<file path="config.mk">
export PLATFORM = sky130hd
export DESIGN_NAME = uart_line_receiver_unit
export DESIGN_NICKNAME = d
export VERILOG_FILES = /design/src/sv/ulr_pkg.sv /design/src/sv/ulr_frame.sv /design/src/sv/ulr_line.sv /design/src/sv/ulr_out_buf.sv /design/src/sv/uart_line_receiver_unit.sv
export VERILOG_INCLUDE_DIRS = /design/src /design/src/sv
export SDC_FILE = /design/constraint.sdc
export NUM_CORES = 1
export LEC_CHECK = 0
export ABC_AREA = 1
export BUFFER_PORTS_ARGS = -buffer_cell sky130_fd_sc_hd__buf_2
export CAP_MARGIN = 20
export CORE_UTILIZATION = 57
export CTS_CLUSTER_DIAMETER = 100
export DETAILED_ROUTE_END_ITERATION = 10
export GPL_TIMING_DRIVEN = 0
export PLACE_DENSITY = 0.75
export SETUP_SLACK_MARGIN = 0.3
export SYNTH_ARGS = -nofsm -noshare
export SYNTH_HDL_FRONTEND = slang
export SYNTH_SLANG_ARGS = --single-unit
</file>
<file path="constraint.sdc">
create_clock -name i_clk -period 8.32 [get_ports i_clk]
set_clock_uncertainty 0.15 [all_clocks]
set_input_delay 2.496 -clock i_clk [delete_from_list [all_inputs] [get_ports i_clk]]
set_output_delay 2.496 -clock i_clk [all_outputs]
set_load 0.02 [all_outputs]
</file>
<file path="src/sv/uart_line_receiver_unit_assert.svh">
// Assertion macros shared by the receiver modules.
// Each expects i_clk and i_rst_n in scope.
`ifndef UART_LINE_RECEIVER_UNIT_ASSERT_SVH
`define UART_LINE_RECEIVER_UNIT_ASSERT_SVH

// Same-cycle implication.
`define ULR_ASSERT_NOW(label, ante, cons, msg) \
    label: assert property (@(posedge i_clk) disable iff (!i_rst_n) \
        (ante) |-> (cons)) else $error(msg);

// Next-cycle implication.
`define ULR_ASSERT_NEXT(label, ante, cons, msg) \
    label: assert property (@(posedge i_clk) disable iff (!i_rst_n) \
        (ante) |=> (cons)) else $error(msg);

`endif

</file>
<file path="src/sv/ulr_pkg.sv">
`timescale 1ns / 1ps
`default_nettype none

package ulr_pkg;

    localparam int DATA_BITS  = 8;
    localparam int BIT_IDX_W  = $clog2(DATA_BITS);
    localparam int BIT_CNT_W  = 4;
    localparam int IDLE_W     = 16;
    localparam int LINE_POS_W = 13;
    localparam int LINE_BYTES = 64;

    localparam logic [DATA_BITS-1:0] LINE_FEED      = 8'h0A;
    localparam logic [IDLE_W-1:0]    IDLE_MAX       = 16'hFFFF;
    localparam logic [IDLE_W-1:0]    MAX_IDLE_RESET = 16'd9600;

    // Character event from the frame decoder
    typedef struct packed {
        logic                 valid;
        logic [DATA_BITS-1:0] value;
        logic                 timed_out;
    } t_char_evt;

    // One result word
    typedef struct packed {
        logic [DATA_BITS-1:0] value;
        logic                 timed_out;
        logic                 line_end;
    } t_result;

endpackage

`default_nettype wire

</file>
<file path="src/sv/ulr_frame.sv">
`timescale 1ns / 1ps
`default_nettype none

module ulr_frame (
    input  wire logic                       i_clk,
    input  wire logic                       i_rst_n,
    input  wire logic                       i_accept,
    input  wire logic                       i_rx_bit,
    input  wire logic                       i_cfg_we,
    input  wire logic [ulr_pkg::IDLE_W-1:0] i_cfg_data,
    output ulr_pkg::t_char_evt              o_evt
);

    logic [ulr_pkg::IDLE_W-1:0]          r_max_idle_ticks;
    logic                                r_in_frame;
    logic [ulr_pkg::BIT_CNT_W-1:0]       r_bit_index;
    logic [ulr_pkg::IDLE_W-1:0]          r_idle_count;
    logic [ulr_pkg::DATA_BITS-1:0]       r_shift_byte;

    logic                                n_in_frame;
    logic [ulr_pkg::BIT_CNT_W-1:0]       n_bit_index;
    logic [ulr_pkg::IDLE_W-1:0]          n_idle_count;
    logic [ulr_pkg::IDLE_W-1:0]          idle_inc;
    logic [ulr_pkg::DATA_BITS-1:0]       n_shift_byte;
    ulr_pkg::t_char_evt                  evt;

    always_comb begin
        n_in_frame   = r_in_frame;
        n_bit_index  = r_bit_index;
        n_idle_count = r_idle_count;
        n_shift_byte = r_shift_byte;
        evt          = '0;
        idle_inc     = (r_idle_count != ulr_pkg::IDLE_MAX) ? r_idle_count + 1'b1
                                                           : r_idle_count;
        if (r_in_frame) begin
            n_idle_count = '0;
            if (r_bit_index < ulr_pkg::BIT_CNT_W'(ulr_pkg::DATA_BITS)) begin
                n_shift_byte[r_bit_index[ulr_pkg::BIT_IDX_W-1:0]] = i_rx_bit;
                n_bit_index = r_bit_index + 1'b1;
            end else begin
                // stop position: good stop emits, bad stop drops the byte
                n_bit_index  = '0;
                n_in_frame   = 1'b0;
                n_shift_byte = '0;
                evt.valid    = i_rx_bit;
                evt.value    = r_shift_byte;
            end
        end else begin
            n_idle_count = idle_inc;
            n_in_frame   = ~i_rx_bit;
            if (idle_inc > r_max_idle_ticks) begin
                n_idle_count  = '0;
                n_shift_byte  = '0;
                evt.valid     = 1'b1;
                evt.timed_out = 1'b1;
            end
        end
        if (!i_accept) begin
            evt.valid = 1'b0;
        end
    end

    assign o_evt = evt;

    always_ff @(posedge i_clk) begin
        if (!i_rst_n) begin
            r_max_idle_ticks <= ulr_pkg::MAX_IDLE_RESET;
            r_in_frame       <= 1'b0;
            r_bit_index      <= '0;
            r_idle_count     <= '0;
            r_shift_byte     <= '0;
        end else begin
            if (i_cfg_we) begin
                r_max_idle_ticks <= i_cfg_data;
            end
            if (i_accept) begin
                r_in_frame   <= n_in_frame;
                r_bit_index  <= n_bit_index;
                r_idle_count <= n_idle_count;
                r_shift_byte <= n_shift_byte;
            end
        end
    end

`include "uart_line_receiver_unit_assert.svh"

    `ULR_ASSERT_NOW(a_bit_index_range,
        1'b1, r_bit_index <= ulr_pkg::BIT_CNT_W'(ulr_pkg::DATA_BITS),
        "bit index past stop position")
    `ULR_ASSERT_NOW(a_idle_index_zero,
        !r_in_frame, r_bit_index == '0,
        "bit index nonzero while idle")
    `ULR_ASSERT_NEXT(a_frame_clears_idle,
        i_accept && r_in_frame, r_idle_count == '0,
        "idle count not cleared by in-frame sample")

endmodule

`default_nettype wire

</file>
<file path="src/sv/ulr_line.sv">
`timescale 1ns / 1ps
`default_nettype none

module ulr_line (
    input  wire logic        i_clk,
    input  wire logic        i_rst_n,
    input  wire ulr_pkg::t_char_evt i_evt,
    output ulr_pkg::t_result o_result
);

    logic [ulr_pkg::LINE_POS_W-1:0] r_line_pos;
    logic [ulr_pkg::LINE_POS_W-1:0] pos_next;
    logic                           line_end;

    assign pos_next = r_line_pos + 1'b1;
    assign line_end = (i_evt.value == ulr_pkg::LINE_FEED)
                   || (pos_next >= ulr_pkg::LINE_POS_W'(ulr_pkg::LINE_BYTES));

    assign o_result.value     = i_evt.value;
    assign o_result.timed_out = i_evt.timed_out;
    assign o_result.line_end  = line_end;

    always_ff @(posedge i_clk) begin
        if (!i_rst_n) begin
            r_line_pos <= '0;
        end else if (i_evt.valid) begin
            r_line_pos <= line_end ? '0 : pos_next;
        end
    end

endmodule

`default_nettype wire

</file>
<file path="src/sv/ulr_out_buf.sv">
`timescale 1ns / 1ps
`default_nettype none

module ulr_out_buf (
    input  wire logic        i_clk,
    input  wire logic        i_rst_n,
    input  wire logic        i_push,
    input  wire ulr_pkg::t_result i_data,
    output logic             o_room,
    output logic             o_valid,
    input  wire logic        i_ready,
    output ulr_pkg::t_result o_data
);

    logic             r_out_valid;
    logic             r_skid_valid;
    ulr_pkg::t_result r_out;
    ulr_pkg::t_result r_skid;
    logic             pop;

    assign pop     = r_out_valid && i_ready;
    assign o_room  = ~r_skid_valid;
    assign o_valid = r_out_valid;
    assign o_data  = r_out;

    always_ff @(posedge i_clk) begin
        if (!i_rst_n) begin
            r_out_valid  <= 1'b0;
            r_skid_valid <= 1'b0;
        end else if (!r_out_valid || pop) begin
            if (r_skid_valid) begin
                r_out_valid  <= 1'b1;
                r_skid_valid <= i_push;
            end else begin
                r_out_valid  <= i_push;
            end
        end else if (i_push) begin
            r_skid_valid <= 1'b1;
        end
    end

    // payload, no reset
    always_ff @(posedge i_clk) begin
        if (!r_out_valid || pop) begin
            if (r_skid_valid) begin
                r_out  <= r_skid;
                r_skid <= i_data;
            end else begin
                r_out  <= i_data;
            end
        end else if (i_push) begin
            r_skid <= i_data;
        end
    end

`include "uart_line_receiver_unit_assert.svh"

    `ULR_ASSERT_NOW(a_skid_behind_out,
        r_skid_valid, r_out_valid,
        "skid word held with empty output stage")
    `ULR_ASSERT_NOW(a_push_has_room,
        i_push, !r_skid_valid,
        "word pushed into full buffer")
    `ULR_ASSERT_NEXT(a_skid_refills_out,
        r_skid_valid && pop, r_out_valid,
        "skid word lost on output pop")

endmodule

`default_nettype wire

</file>
<file path="src/sv/uart_line_receiver_unit.sv">
// UART line receiver, 8N1, with line framing.
//
// Input channel (i_rx_valid / o_rx_ready / i_rx_bit): one line sample per
// baud tick, accepted when valid and ready are both high.
// Output channel (o_char_valid / i_char_ready): one word per completed
// character or idle timeout, carrying o_char_value, o_timed_out, o_line_end.
// Config: i_cfg_we writes i_cfg_data into the idle limit (reset 9600).
// Write it only while the receiver is quiet.
//
// Throughput: one sample per cycle while o_rx_ready is high. Frame and line logic are a single
// combinational pass from the state registers into a two-word output buffer.
// Each completed word is registered into the output register, or into the skid
// register when the output register still holds an untaken word.
// Back-pressure: the output buffer has a main register and a skid register;
// o_rx_ready drops only once both hold untaken words, so a stalled sink
// stops sampling after two pending words and nothing is lost.
// Reset (i_rst_n low, synchronous): idle state, position zero, buffer empty,
// idle limit back to 9600.
`timescale 1ns / 1ps
`default_nettype none

module uart_line_receiver_unit (
    input  wire logic                          i_clk,
    input  wire logic                          i_rst_n,
    input  wire logic                          i_rx_valid,
    output logic                               o_rx_ready,
    input  wire logic                          i_rx_bit,
    output logic                               o_char_valid,
    input  wire logic                          i_char_ready,
    output logic [ulr_pkg::DATA_BITS-1:0]      o_char_value,
    output logic                               o_timed_out,
    output logic                               o_line_end,
    input  wire logic                          i_cfg_we,
    input  wire logic [ulr_pkg::IDLE_W-1:0]    i_cfg_data
);

    logic               accept;
    logic               room;
    ulr_pkg::t_char_evt evt;
    ulr_pkg::t_result   result;
    ulr_pkg::t_result   out_word;

    assign o_rx_ready = room;
    assign accept     = i_rx_valid && room;

    // sample decode: start, data bits, stop, idle timeout
    ulr_frame u_frame (
        .i_clk      (i_clk),
        .i_rst_n    (i_rst_n),
        .i_accept   (accept),
        .i_rx_bit   (i_rx_bit),
        .i_cfg_we   (i_cfg_we),
        .i_cfg_data (i_cfg_data),
        .o_evt      (evt)
    );

    // line position and line-end flag
    ulr_line u_line (
        .i_clk    (i_clk),
        .i_rst_n  (i_rst_n),
        .i_evt    (evt),
        .o_result (result)
    );

    // result register plus skid word
    ulr_out_buf u_out_buf (
        .i_clk   (i_clk),
        .i_rst_n (i_rst_n),
        .i_push  (evt.valid),
        .i_data  (result),
        .o_room  (room),
        .o_valid (o_char_valid),
        .i_ready (i_char_ready),
        .o_data  (out_word)
    );

    assign o_char_value = out_word.value;
    assign o_timed_out  = out_word.timed_out;
    assign o_line_end   = out_word.line_end;

endmodule

`default_nettype wire
</file>
=== After elaboration in Yosys (flattened, before gate mapping) ===
Cells that the tools add are included.

* $lt $le $gt $ge: 5
* Muxes and demuxes: 27
* Add/sub/neg operators: 3
* Equal/unequal tests: 3
* Bitwise operators: 2
* Reduce and logical (&&, ||, !) cells: 11

{| class="wikitable"
|+ Operators with widths
! kind !! count
|-
| $mux 16 || 3
|-
| $mux 10 || 4
|-
| $mux 8 || 4
|-
| $add 16x1->16 const B || 1
|-
| $gt 16x16->1 || 1
|-
| $ne 16x16->1 const B || 1
|-
| $add 13x1->13 const B || 1
|-
| $ge 13x7->1 const B || 1
|-
| $mux 13 || 1
|-
| $mux 1 || 11
|-
| $mux 9 || 1
|-
| $bwmux 8 || 1
|-
| $eq 8x4->1 const B || 1
|-
| $reduce_and 2->1 || 3
|-
| $add 4x1->4 const B || 1
|-
| $lt 3x4->1 const B || 1
|-
| $lt 4x4->1 const B || 1
|-
| $mux 4 || 1
|-
| $reduce_bool 2->1 || 2
|-
| $demux 1 s3 || 1
|-
| $ge 3x1->1 const B || 1
|-
| $logic_and 1x1->1 || 3
|-
| $logic_or 1x1->1 || 2
|-
| $ne 2x1->1 const B || 1
|-
| 2 further kinds || 3
|}

* Register bits after elaboration: 80
* Input port bits: 22
* Output and inout port bits: 12
* Word-level logic and storage cells: 65

=== Longest topological paths before layout ===
Gate-level depths: netlist of the first run.

* Word-level depth: 8
* Gate-level depth with buffers: 24
* Gate-level depth less buffers: 23

=== By module ===
A second synthesis of the first run with hierarchy kept.

* Cells, all modules: 587
* Area total of the unflattened synthesis: 4430.5 µm²

{| class="wikitable"
|+ Modules (own cells, without submodules)
! module !! times used !! area each (µm²) !! cells each !! sequential area each (µm²)
|-
| ulr_frame || 1 || 2740.1 || 395 || 900.9
|-
| ulr_line || 1 || 848.3 || 122 || 260.2
|-
| ulr_out_buf || 1 || 834.6 || 68 || 640.6
|-
| uart_line_receiver_unit || 1 || 7.5 || 2 || 0.0
|}

=== Worst setup path after synthesis of the first run ===
No wires, ideal clock.

* Kind: input to register
* From: input i_rx_valid
* To: register u_out_buf.r_skid[0] (netlist name) (enable)
* Data required time: 7790 ps
* Library setup time: 380 ps
* Arrival time: 3596 ps
* Path buffers: 1
* Stages: 5
* Slack: 4194 ps
* Path through: nand2_1 inv_1 nand3_4 buf_2 a21oi_1

* Longest elaborated chain between the ends: 4

{| class="wikitable"
|+ Ends and longest elaborated chain
! what !! line !! source
|-
| from (decl) || uart_line_receiver_unit.sv:25 || <nowiki>input wire logic i_rx_valid,</nowiki>
|-
| $logic_and 1x1->1 || uart_line_receiver_unit.sv:44 || <nowiki>assign accept = i_rx_valid && room;</nowiki>
|-
| $mux 1 || ulr_frame.sv:58 || <nowiki>if (!i_accept) begin</nowiki>
|-
| $reduce_bool 2->1 (no line) || - ||
|-
| $reduce_and 2->1 (no line) || - ||
|-
| to (signal assigned) || ulr_out_buf.sv:47 || <nowiki>r_skid <= i_data;</nowiki>
|-
| to (signal assigned) || ulr_out_buf.sv:52 || <nowiki>r_skid <= i_data;</nowiki>
|-
| to (decl) || ulr_out_buf.sv:18 || <nowiki>ulr_pkg::t_result r_skid;</nowiki>
|}

No other way between the ends.
A chain may end at the register's enable or synchronous reset.

=== Worst setup path in the final report of the first run ===
* From: register u_frame.r_idle_count[0] (netlist name)
* To: register u_out_buf.r_skid[0] (netlist name) (enable)

* Longest elaborated chain between the ends: 8
* Elaborated cells on any way between the ends: 9
* Classes of those cells: add/sub: 1; order compare: 1; eq/ne: 1; mux: 4; reduce/logical: 2

{| class="wikitable"
|+ Ends and longest elaborated chain
! what !! line !! source
|-
| from (decl) || ulr_frame.sv:17 || <nowiki>logic [ulr_pkg::IDLE_W-1:0] r_idle_count;</nowiki>
|-
| from (signal assigned) || ulr_frame.sv:79 || <nowiki>r_idle_count <= n_idle_count;</nowiki>
|-
| $add 16x1->16 / $ne 16x16->1 (equally long branches) || ulr_frame.sv:33 || <nowiki>idle_inc = (r_idle_count != ulr_pkg::IDLE_MAX) ? r_idle_count + 1'b1</nowiki>
|-
| $mux 16 * || ulr_frame.sv:33 ||
|-
| $gt 16x16->1 * || ulr_frame.sv:51 || <nowiki>if (idle_inc > r_max_idle_ticks) begin</nowiki>
|-
| $mux 1 * || ulr_frame.sv:51 ||
|-
| $mux 1 * || ulr_frame.sv:35 || <nowiki>if (r_in_frame) begin</nowiki>
|-
| $mux 1 * || ulr_frame.sv:58 ||
|-
| $reduce_bool 2->1 (no line) * || - ||
|-
| $reduce_and 2->1 (no line) * || - ||
|}

Mark *: on every way between the ends. The rest lies on a longest branch, timed or not.

==> qor.yml, run 1 <==
worst-endpoint-required_ps: 8160
max_clock_freq_mhz: 234.8
drc_errors: 0
multi_input_combinational_cell_area_mm2: 0.002222
die_width_um: 89.70
seq_area_mm2: 0.001802
io_buffer_count: 32
ys_seq_area_share_pct: 41.10
overflow: 0
timing.final.crit_share_pct: 51.19
power_leakage_nw: 2.228
setup_total_negative_slack_ps: 0
worstReg2RegStart: "u_frame.r_idle_count[0]$_SDFFE_PN0P_"
timing_max_transition_violations_final: 0
clockRootBuffer: "sky130_fd_sc_hd__clkbuf_8"
cts-buffers-inserted: 9
worstHoldStart: "u_line.r_line_pos[11]$_SDFFE_PN0P_"
switching_share_pct: 27.65
antenna-diode-count: 0
vias: 3868
reg2regPathDepth: 18
ys_ff_latch: 80
first_pass_grt_wire_length_mm: 15.95
die_area_mm2: 0.008046
chipHeight_um: 89.70
post_synth_inst_count: 606
timing.reg2reg.setup_slack_ps: 4060
post_synth.cell_area_avg_um2: 7.235
switching_power_w: 0.0002401
final.min_clock_period_ps: 4259
run_status: "finished clean"
p_int_w: 0.0006282
syn_nets: 647
drt.antenna.violating_nets: 0
drv.max_cap_violation_count: 0
area_growth_pct: 11.84
power.share.combinational_pct: 12.1
first_global_vias: 3613
min_path_cells: 2
grt_setup_unrepaired: "no"
layout-drive-gt1-share_pct: 13.15
timing.hold.worst_endpoint: "u_line.r_line_pos[11]$_SDFFE_PN0P_"
tightest_slew_ps: 908.9
drt_first_iter_violations: 224
grt_antenna_before_repair: 0
num-fill-cells: 628
crit_type: "reg2reg"
post_synth_instance_area_mm2: 0.004384
clock_tree.buffer_depth: 2
cts.clk_slew.worst_paths_ps: 90
design.portCount: 34
holdCritPathClass: "reg2reg"
powerDensity_mw_per_mm2: 177.1
most_common_cell_after_layout_fill_and_taps_aside: "sky130_fd_sc_hd__nand2_1"
postRouteWirelength_mm: 9.321
maximum_number_of_pins_on_one_net_before_global_route_repair: 17
timing.slew.headroom_pct: 39.41
gates_resized_cts_repair: 0
gp_congestion: 0.9214
number_of_setup_violations_in_the_final_report: 0
cts_tree: "yes"
kind_of_start_point_of_the_critical_path: "flip-flop"
clkLatencyLatePin_ps: 360
hold_buffers: 0
postCtsSetupRepairBufs: 0
yosysWarningCount: 0
cts.htree.levels: 3
layout.cells.most_common_list: "164 x sky130_fd_sc_hd__nand2_1, 72 x sky130_fd_sc_hd__inv_1, 71 x sky130_fd_sc_hd__nor2_1"
synth_cell_type_count: 32
cts.sink_count: 80
r2r-end: "u_out_buf.r_skid[0]$_DFFE_PP_"
power_frac_clock_pct: 38.8
detailedRoute.firstPassIterationCount: 4
timing_hold_violations_final: 0
grt.total_usage_pct: 24.53
fp.coreArea_mm2: 0.007331
worst-path-max-fanout: 10
vias_per_inst: 5.137
sequential_power_share_pct: 49.1
critPathCaptureType: "flip-flop"
row_count: 31
non_filler_instance_count_after_layout: 753
wl_per_cell_um: 12.38
starting_density_of_the_core_pct: 59.81
arrival_ps: 4100
layout.nets: 690
critical_path.startpoint: "u_frame.r_idle_count[0]$_SDFFE_PN0P_"
placedCellCount: 737
peakVddDrop_v: 0.0001114
dpl.hpwl_mm: 7.003
[power groups by stage]
stage | registers [W] | logic [W] | clock network, W
floorplan | 0.000436 | 0.0000751 | 0
global placement | 0.000434 | 0.000101 | 0
detailed placement | 0.000435 | 0.000104 | 0
CTS | 0.000426 | 0.000105 | 0.000342
global route | 0.000428 | 0.000121 | 0.000360
finish | 0.000426 | 0.000105 | 0.000337
[final cells by class]
class,instances,share of cell area (%)
clock inverter,7,2.271
buffer,17,1.531
inverter,76,5.818
timing repair buffer,32,3.266
multi-input combinational,433,45.32
sequential,80,36.74
clock buffer,9,2.526
tap,99,2.526
[cell families after synthesis]
logic type               count (synthesis)  share of synthesized area, %
AND/OR/NAND/NOR                        317                         32.36
flip-flops                              80                         41.10
buffers and inverters                   93                         8.219
adder cells (fa/ha/maj)                 19                         5.422
AO/OA/AOI/OAI                           80                         9.332
XOR/XNOR                                17                         3.567
[per-stage QoR]
stage | setup slack (ps) | cell area (um2) | utilization [%] | hold slack, ps | total power [W]
finish | 4061 | 4903 | 66.89 | 309.1 | 0.0008683
CTS | 4040 | 4903 | 66.89 | 314.6 | 0.0008730
floorplan | 4194 | 4384 | - | 281.1 | 0.0005110
detailed placement | 3691 | 4668 | 63.68 | 298.9 | 0.0005394
global placement | 3714 | 4668 | 63.68 | 295.4 | 0.0005350
global route | 3713 | 4903 | 66.89 | 330.4 | 0.0009096
[sequential cells by signal, indices dropped and copies added, names as in the netlist]
name and flops:
u_out_buf.o_valid 1, u_out_buf.r_skid 10, u_frame.r_idle_count 16, u_out_buf.o_data 10, u_line.r_line_pos 13, u_out_buf.r_skid_valid 1
u_frame.r_in_frame 1, u_frame.r_max_idle_ticks 16, u_frame.r_bit_index 4, u_frame.r_shift_byte 8
[worst max-delay path: stages (launching register included)]
cell and delay, ps:
sky130_fd_sc_hd__dfxtp_1 410, sky130_fd_sc_hd__ha_1 200, sky130_fd_sc_hd__nand2_1 110, sky130_fd_sc_hd__nor2_2 220, sky130_fd_sc_hd__nand3_2 150, sky130_fd_sc_hd__nor2_4 170, sky130_fd_sc_hd__nand4_4 140, sky130_fd_sc_hd__nand2_2 120
sky130_fd_sc_hd__xnor2_2 80, sky130_fd_sc_hd__ha_1 320, sky130_fd_sc_hd__nand4_1 100, sky130_fd_sc_hd__nor3_1 220, sky130_fd_sc_hd__nand2_1 90, sky130_fd_sc_hd__nand2_1 60, sky130_fd_sc_hd__nand2_1 90, sky130_fd_sc_hd__nand2_2 210
sky130_fd_sc_hd__nand3_4 140, sky130_fd_sc_hd__buf_2 220, sky130_fd_sc_hd__a21oi_1 720
[routing by layer]
metal / wire, um / GRT usage (%) / vias to the layer above
li1: - / - / 2029
met1: 4385 / 31.46 / 1729
met2: 4321 / 39.94 / 95
met3: 454 / 5.753 / 15
met4: 159 / 9.699 / 0
met5: 0 / 0 / -
[synthesized netlist by cell type]
| cell | number | area, um2 |
|---|---|---|
| sky130_fd_sc_hd__nand2_1 | 164 | 615.6 |
| sky130_fd_sc_hd__inv_1 | 72 | 270.3 |
| sky130_fd_sc_hd__nor2_1 | 71 | 266.5 |
| sky130_fd_sc_hd__dfxtp_1 | 60 | 1201 |
| sky130_fd_sc_hd__a21oi_1 | 46 | 230.2 |
| sky130_fd_sc_hd__o21ai_0 | 31 | 155.2 |
| sky130_fd_sc_hd__nand3_1 | 29 | 145.1 |
| sky130_fd_sc_hd__edfxtp_1 | 20 | 600.6 |
| sky130_fd_sc_hd__ha_1 | 19 | 237.7 |
| sky130_fd_sc_hd__clkbuf_1 | 12 | 45.04 |
| sky130_fd_sc_hd__nand4_1 | 12 | 75.07 |
| sky130_fd_sc_hd__xor2_1 | 12 | 105.1 |
| sky130_fd_sc_hd__nor3_1 | 11 | 55.05 |
| sky130_fd_sc_hd__or2_2 | 8 | 50.05 |
| sky130_fd_sc_hd__nor2_2 | 7 | 43.79 |
| sky130_fd_sc_hd__nand2_2 | 5 | 31.28 |
| sky130_fd_sc_hd__xnor2_1 | 4 | 35.03 |
| sky130_fd_sc_hd__buf_2 | 3 | 15.01 |
| sky130_fd_sc_hd__buf_4 | 2 | 15.01 |
| sky130_fd_sc_hd__clkinv_1 | 2 | 7.510 |
| sky130_fd_sc_hd__inv_2 | 2 | 7.510 |
| sky130_fd_sc_hd__nand3_2 | 2 | 20.02 |
| sky130_fd_sc_hd__nand4_4 | 2 | 42.54 |
| sky130_fd_sc_hd__nor2_4 | 2 | 22.52 |
| sky130_fd_sc_hd__a21o_1 | 1 | 7.510 |
| sky130_fd_sc_hd__a21oi_2 | 1 | 8.760 |
| sky130_fd_sc_hd__nand3_4 | 1 | 17.52 |
| sky130_fd_sc_hd__nand3b_1 | 1 | 7.510 |
| sky130_fd_sc_hd__nor3_2 | 1 | 10.01 |
| sky130_fd_sc_hd__nor3_4 | 1 | 16.27 |
| sky130_fd_sc_hd__o21a_1 | 1 | 7.510 |
| sky130_fd_sc_hd__xnor2_2 | 1 | 16.27 |
[worst max path at each step]
stage | to | cells after the start
CTS | u_out_buf.r_skid[0]$_DFFE_PP_ | 18
floorplan | u_out_buf.r_skid[0]$_DFFE_PP_ | 5
global placement | u_out_buf.r_skid[6]$_DFFE_PP_ | 6
global route | u_out_buf.r_skid[0]$_DFFE_PP_ | 18
detailed placement | u_out_buf.r_skid[5]$_DFFE_PP_ | 6
finish | u_out_buf.r_skid[0]$_DFFE_PP_ | 18
Note: power is estimated with default switching activity, not from simulation.
==> inputs of run 2 (changes only) <==
--- a/config.mk
+++ b/config.mk
@@ -6,7 +6,7 @@
 export SDC_FILE = /design/constraint.sdc
 export NUM_CORES = 1
 export LEC_CHECK = 0
-export ABC_AREA = 1
+export ABC_AREA = 0
 export BUFFER_PORTS_ARGS = -buffer_cell sky130_fd_sc_hd__buf_2
 export CAP_MARGIN = 20
 export CORE_UTILIZATION = 57
==> constraint.sdc (replaced) <==
create_clock -name i_clk -period 4.1 [get_ports i_clk]
set_clock_uncertainty 0.15 [all_clocks]
set_input_delay 1.23 -clock i_clk [delete_from_list [all_inputs] [get_ports i_clk]]
set_output_delay 1.23 -clock i_clk [all_outputs]
set_load 0.02 [all_outputs]
==> qor.yml, run 2 <==
ys_seq_area_share_pct: 41.75  # +0.66 points
chipHeight_um: 89.01  # -0.77%
number_of_setup_violations_in_the_final_report: 0  # unchanged
layout.cells.most_common_list: "53 x sky130_fd_sc_hd__dfxtp_1, 41 x sky130_fd_sc_hd__nand2_1, 32 x sky130_fd_sc_hd__buf_2"
post_synth.cell_area_avg_um2: 9.162  # +27%
power_leakage_nw: 2.281  # +2.4%
critical_path.startpoint: "u_frame.r_idle_count[8]$_SDFFE_PN0P_"
max_stage_delay_ps: 450  # -270 ps
post-layout-total-power_w: 0.001617  # +86%
maximum_number_of_pins_on_one_net_before_global_route_repair: 15  # -2
cts_tree: "yes"
row_count: 31  # unchanged
fp.coreArea_mm2: 0.007292  # -0.53%
hold_buffers: 0  # unchanged
dpl-instance-area_mm2: 0.004659  # -0.19%
cts.sink_count: 80  # unchanged
post_synth_instance_area_mm2: 0.004315  # -1.6%
first_pass_grt_wire_length_mm: 16.36  # +2.6%
finalInstanceArea_mm2: 0.005371  # +9.5%
timing.slew.headroom_pct: 54.21  # +15 points
ys_ff_latch: 80  # unchanged
power_frac_clock_pct: 39.0  # +0.2 points
critical_path.slowest_cell: "sky130_fd_sc_hd__or4_4"
overflow: 0  # unchanged
critPathCaptureType: "flip-flop"
cp_cell_sequence: "nand2_1 -> or3_4 -> or3_4 -> buf_8 -> nand4_1 -> xnor2_2 -> ha_1 -> nand4_1 -> or4_4 -> a21oi_4 -> o31a_1 -> nand2_4 -> o21ai_4 -> buf_6 -> buf_16"
layout.nets: 584  # -15%
post_synth_inst_count: 471  # -22%
vias_per_inst: 5.849  # +14%
holdCritPathClass: "reg2reg"
design.portCount: 34  # unchanged
drt.antenna.violating_nets: 0  # unchanged
power.share.combinational_pct: 9.6  # -2.5 points
worst-path-max-fanout: 6  # -4
area_growth_pct: 24.47
worst_path_dominant_cell_family: "simple AND/OR/NAND/NOR gates"
layout-drive-gt1-share_pct: 25.73  # +13 points
arrival_ps: 3860  # -240 ps
clock_tree.buffer_depth: 2  # unchanged
powerDensity_mw_per_mm2: 301.0  # +70%
leading_post_synthesis_cells_by_cell_area: "sky130_fd_sc_hd__dfxtp_1 28%, sky130_fd_sc_hd__edfxtp_1 14%, sky130_fd_sc_hd__ha_1 5.5%"
sequential_power_share_pct: 51.5  # +2.4 points
syn_nets: 512  # -21%
post-synth-top-area-fraction_pct: 27.83  # +0.44 points
die_width_um: 89.01  # -0.77%
ys_async_sr_fraction_pct: 0  # unchanged
switching_power_w: 0.0003914  # +63%
vias: 3784  # -2.2%
first_global_vias: 3492  # -3.3%
p_int_w: 0.001225  # +95%
timing_max_transition_violations_final: 0  # unchanged
drv.max_cap_violation_count: 0  # unchanged
gp_congestion: 0.8391  # -8.9%
worstHoldStart: "u_frame.r_shift_byte[1]$_SDFFE_PN0P_"
timing_hold_violations_final: 0  # unchanged
timing.final.crit_share_pct: 95.76  # +45 points
synth_cell_type_count: 56  # +75%
clkLatencyLatePin_ps: 360  # about the same
largestRegisters: "u_frame.r_idle_count x16, u_frame.r_max_idle_ticks x16, u_line.r_line_pos x13"
cts.clk_slew.worst_paths_ps: 80  # about the same
worstReg2RegStart: "u_frame.r_idle_count[8]$_SDFFE_PN0P_"
cts-buffers-inserted: 9  # unchanged
clockRootBuffer: "sky130_fd_sc_hd__clkbuf_8"
cts.htree.levels: 3  # unchanged
detailedRoute.firstPassIterationCount: 5  # +1
grt_antenna_before_repair: 0  # unchanged
peakVddDrop_v: 0.0001891  # +70%
antenna-diode-count: 0  # unchanged
die_area_mm2: 0.007923  # -1.5%
cell_with_the_most_instances_after_synthesis: "sky130_fd_sc_hd__dfxtp_1"
yosysWarningCount: 0  # unchanged
run_status: "finished clean"
kind_of_start_point_of_the_critical_path: "flip-flop"
max_clock_freq_mhz: 254.7  # +8.5%
most_common_cell_after_layout_fill_and_taps_aside: "sky130_fd_sc_hd__dfxtp_1"
worst_hold_slack_ps: 329.8  # +20.71 ps
grt.total_usage_pct: 27.33  # +2.8 points
switching_share_pct: 24.21  # -3.4 points
drt_first_iter_violations: 221  # -1.3%
final.min_clock_period_ps: 3926  # -333.0 ps
num-fill-cells: 564  # -10%
tightest_slew_ps: 686.8  # -222.1 ps
grt_setup_unrepaired: "yes"
synth_flop_cell: "sky130_fd_sc_hd__dfxtp_1"
postRouteWirelength_mm: 10.43  # +12%
io_buffer_count: 31  # -3.1%
wl_per_cell_um: 16.12  # +30%
timing.critical_path.buf_inv: 3  # +2
worst-endpoint-required_ps: 4040  # -4120 ps
synth_enable_flop_cells: 20  # unchanged
dpl.hpwl_mm: 6.904  # -1.4%
crit_type: "reg2reg"
post-route-util_pct: 73.66  # +6.8 points
synthDominantAreaCellType: "sky130_fd_sc_hd__dfxtp_1"
starting_density_of_the_core_pct: 59.18  # -0.63 points
synth.top_cells.by_count: "60 x sky130_fd_sc_hd__dfxtp_1, 44 x sky130_fd_sc_hd__nand2_1, 28 x sky130_fd_sc_hd__nor2_1"
drc_errors: 0  # unchanged
==> run 2: changes by cell type in the layout (fill, tap and decap cells not counted), moves of 21 or more <==
cell / delta
sky130_fd_sc_hd__inv_1: -52
sky130_fd_sc_hd__nor2_1: -44
sky130_fd_sc_hd__nor2b_1: +23
sky130_fd_sc_hd__a21oi_1: -30
sky130_fd_sc_hd__and3_1: +21
sky130_fd_sc_hd__nand2_1: -123
sky130_fd_sc_hd__o21ai_0: -24
sky130_fd_sc_hd__buf_4: +24
==> run 2: power by group through the flow <==
stage	clock [W]	combinational, W	sequential [W]
final	0.000630	0.000154	0.000832
after global routing	0.000675	0.000170	0.000835
after CTS	0.000644	0.000144	0.000833
after detailed placement	0	0.000129	0.000853
after global placement	0	0.000126	0.000852
after floorplan	0	0.0000881	0.000854
==> run 2: what timing repair did <==
| action | in CTS | in global routing |
|---|---|---|
| gates cloned | 1 | 0 |
| hold endpoints to repair | 0 | 0 |
| setup buffers | 21 | 8 |
| gates resized for setup | 27 | 26 |
| pin swaps | 14 | 9 |
| endpoints found under the setup margin | 46 | 50 |
==> run 2: final cells by class <==
| type | count | area [um2] | area share, % |
|---|---|---|---|
| Multi-Input combinational cell | 348 | 2595 | 48.31 |
| Sequential cell | 80 | 1818 | 33.85 |
| Timing Repair Buffer | 61 | 424.2 | 7.897 |
| Clock buffer | 10 | 127.6 | 2.376 |
| Tap cell | 99 | 123.9 | 2.306 |
| Buffer | 23 | 122.6 | 2.283 |
| Clock inverter | 6 | 85.08 | 1.584 |
| Inverter | 20 | 75.07 | 1.398 |
==> run 2: cell families (layout without fill, tap and decap cells) <==
| group | Yosys count | count (layout) | share of synthesized area [%] |
|---|---|---|---|
| buf+inv | 43 | 120 | 3.827 |
| flops | 80 | 80 | 41.75 |
| fa+ha+maj | 19 | 19 | 5.509 |
| xor+xnor | 23 | 23 | 4.668 |
| compound gates | 84 | 84 | 13.40 |
| mux | 26 | 26 | 6.494 |
| simple gates | 196 | 196 | 24.36 |
==> run 2: stage by stage <==
step           TNS, ps  std cells  worst slack (ps)
6_report             0        647             174.0
5_1_grt              0        647             89.64
4_1_cts              0        639             212.3
3_5_place_dp     -5250        601            -330.0
3_3_place_gp     -4992        601            -310.3
2_1_floorplan        0        471             242.9
==> run 2: path summary, 6_finish.rpt <==
check | cells past startpoint | endpoint | slack (ps)
hold / removal | 2 | u_frame.r_shift_byte[1]$_SDFFE_PN0P_ | 330
setup reg to reg | 15 | u_out_buf.r_skid[8]$_DFFE_PP_ | 170
setup / recovery | 15 | u_out_buf.r_skid[8]$_DFFE_PP_ | 170
hold reg to reg | 2 | u_frame.r_shift_byte[1]$_SDFFE_PN0P_ | 330
==> run 2: routing by layer <==
metal	vias to the layer above	part of all wire, %	track usage, %	wire length, um
met1	1799	42	31.46	4384
met5	-	0	0	0
met2	119	51	49.02	5363
met4	0	2.7	13.28	282
met3	24	3.8	4.986	399
li1	1842	-	-	-
==> run 2: worst register-to-register path, stage by stage (launching register included) <==
cell                      delay [ps]
sky130_fd_sc_hd__dfxtp_2         400
sky130_fd_sc_hd__nand2_1         150
sky130_fd_sc_hd__or3_4           420
sky130_fd_sc_hd__or3_4           420
sky130_fd_sc_hd__buf_8           150
sky130_fd_sc_hd__nand4_1         140
sky130_fd_sc_hd__xnor2_2         100
sky130_fd_sc_hd__ha_1            280
sky130_fd_sc_hd__nand4_1         100
sky130_fd_sc_hd__or4_4           450
sky130_fd_sc_hd__a21oi_4         170
sky130_fd_sc_hd__o31a_1          250
sky130_fd_sc_hd__nand2_4          90
sky130_fd_sc_hd__o21ai_4         170
sky130_fd_sc_hd__buf_6           130
sky130_fd_sc_hd__buf_16          110
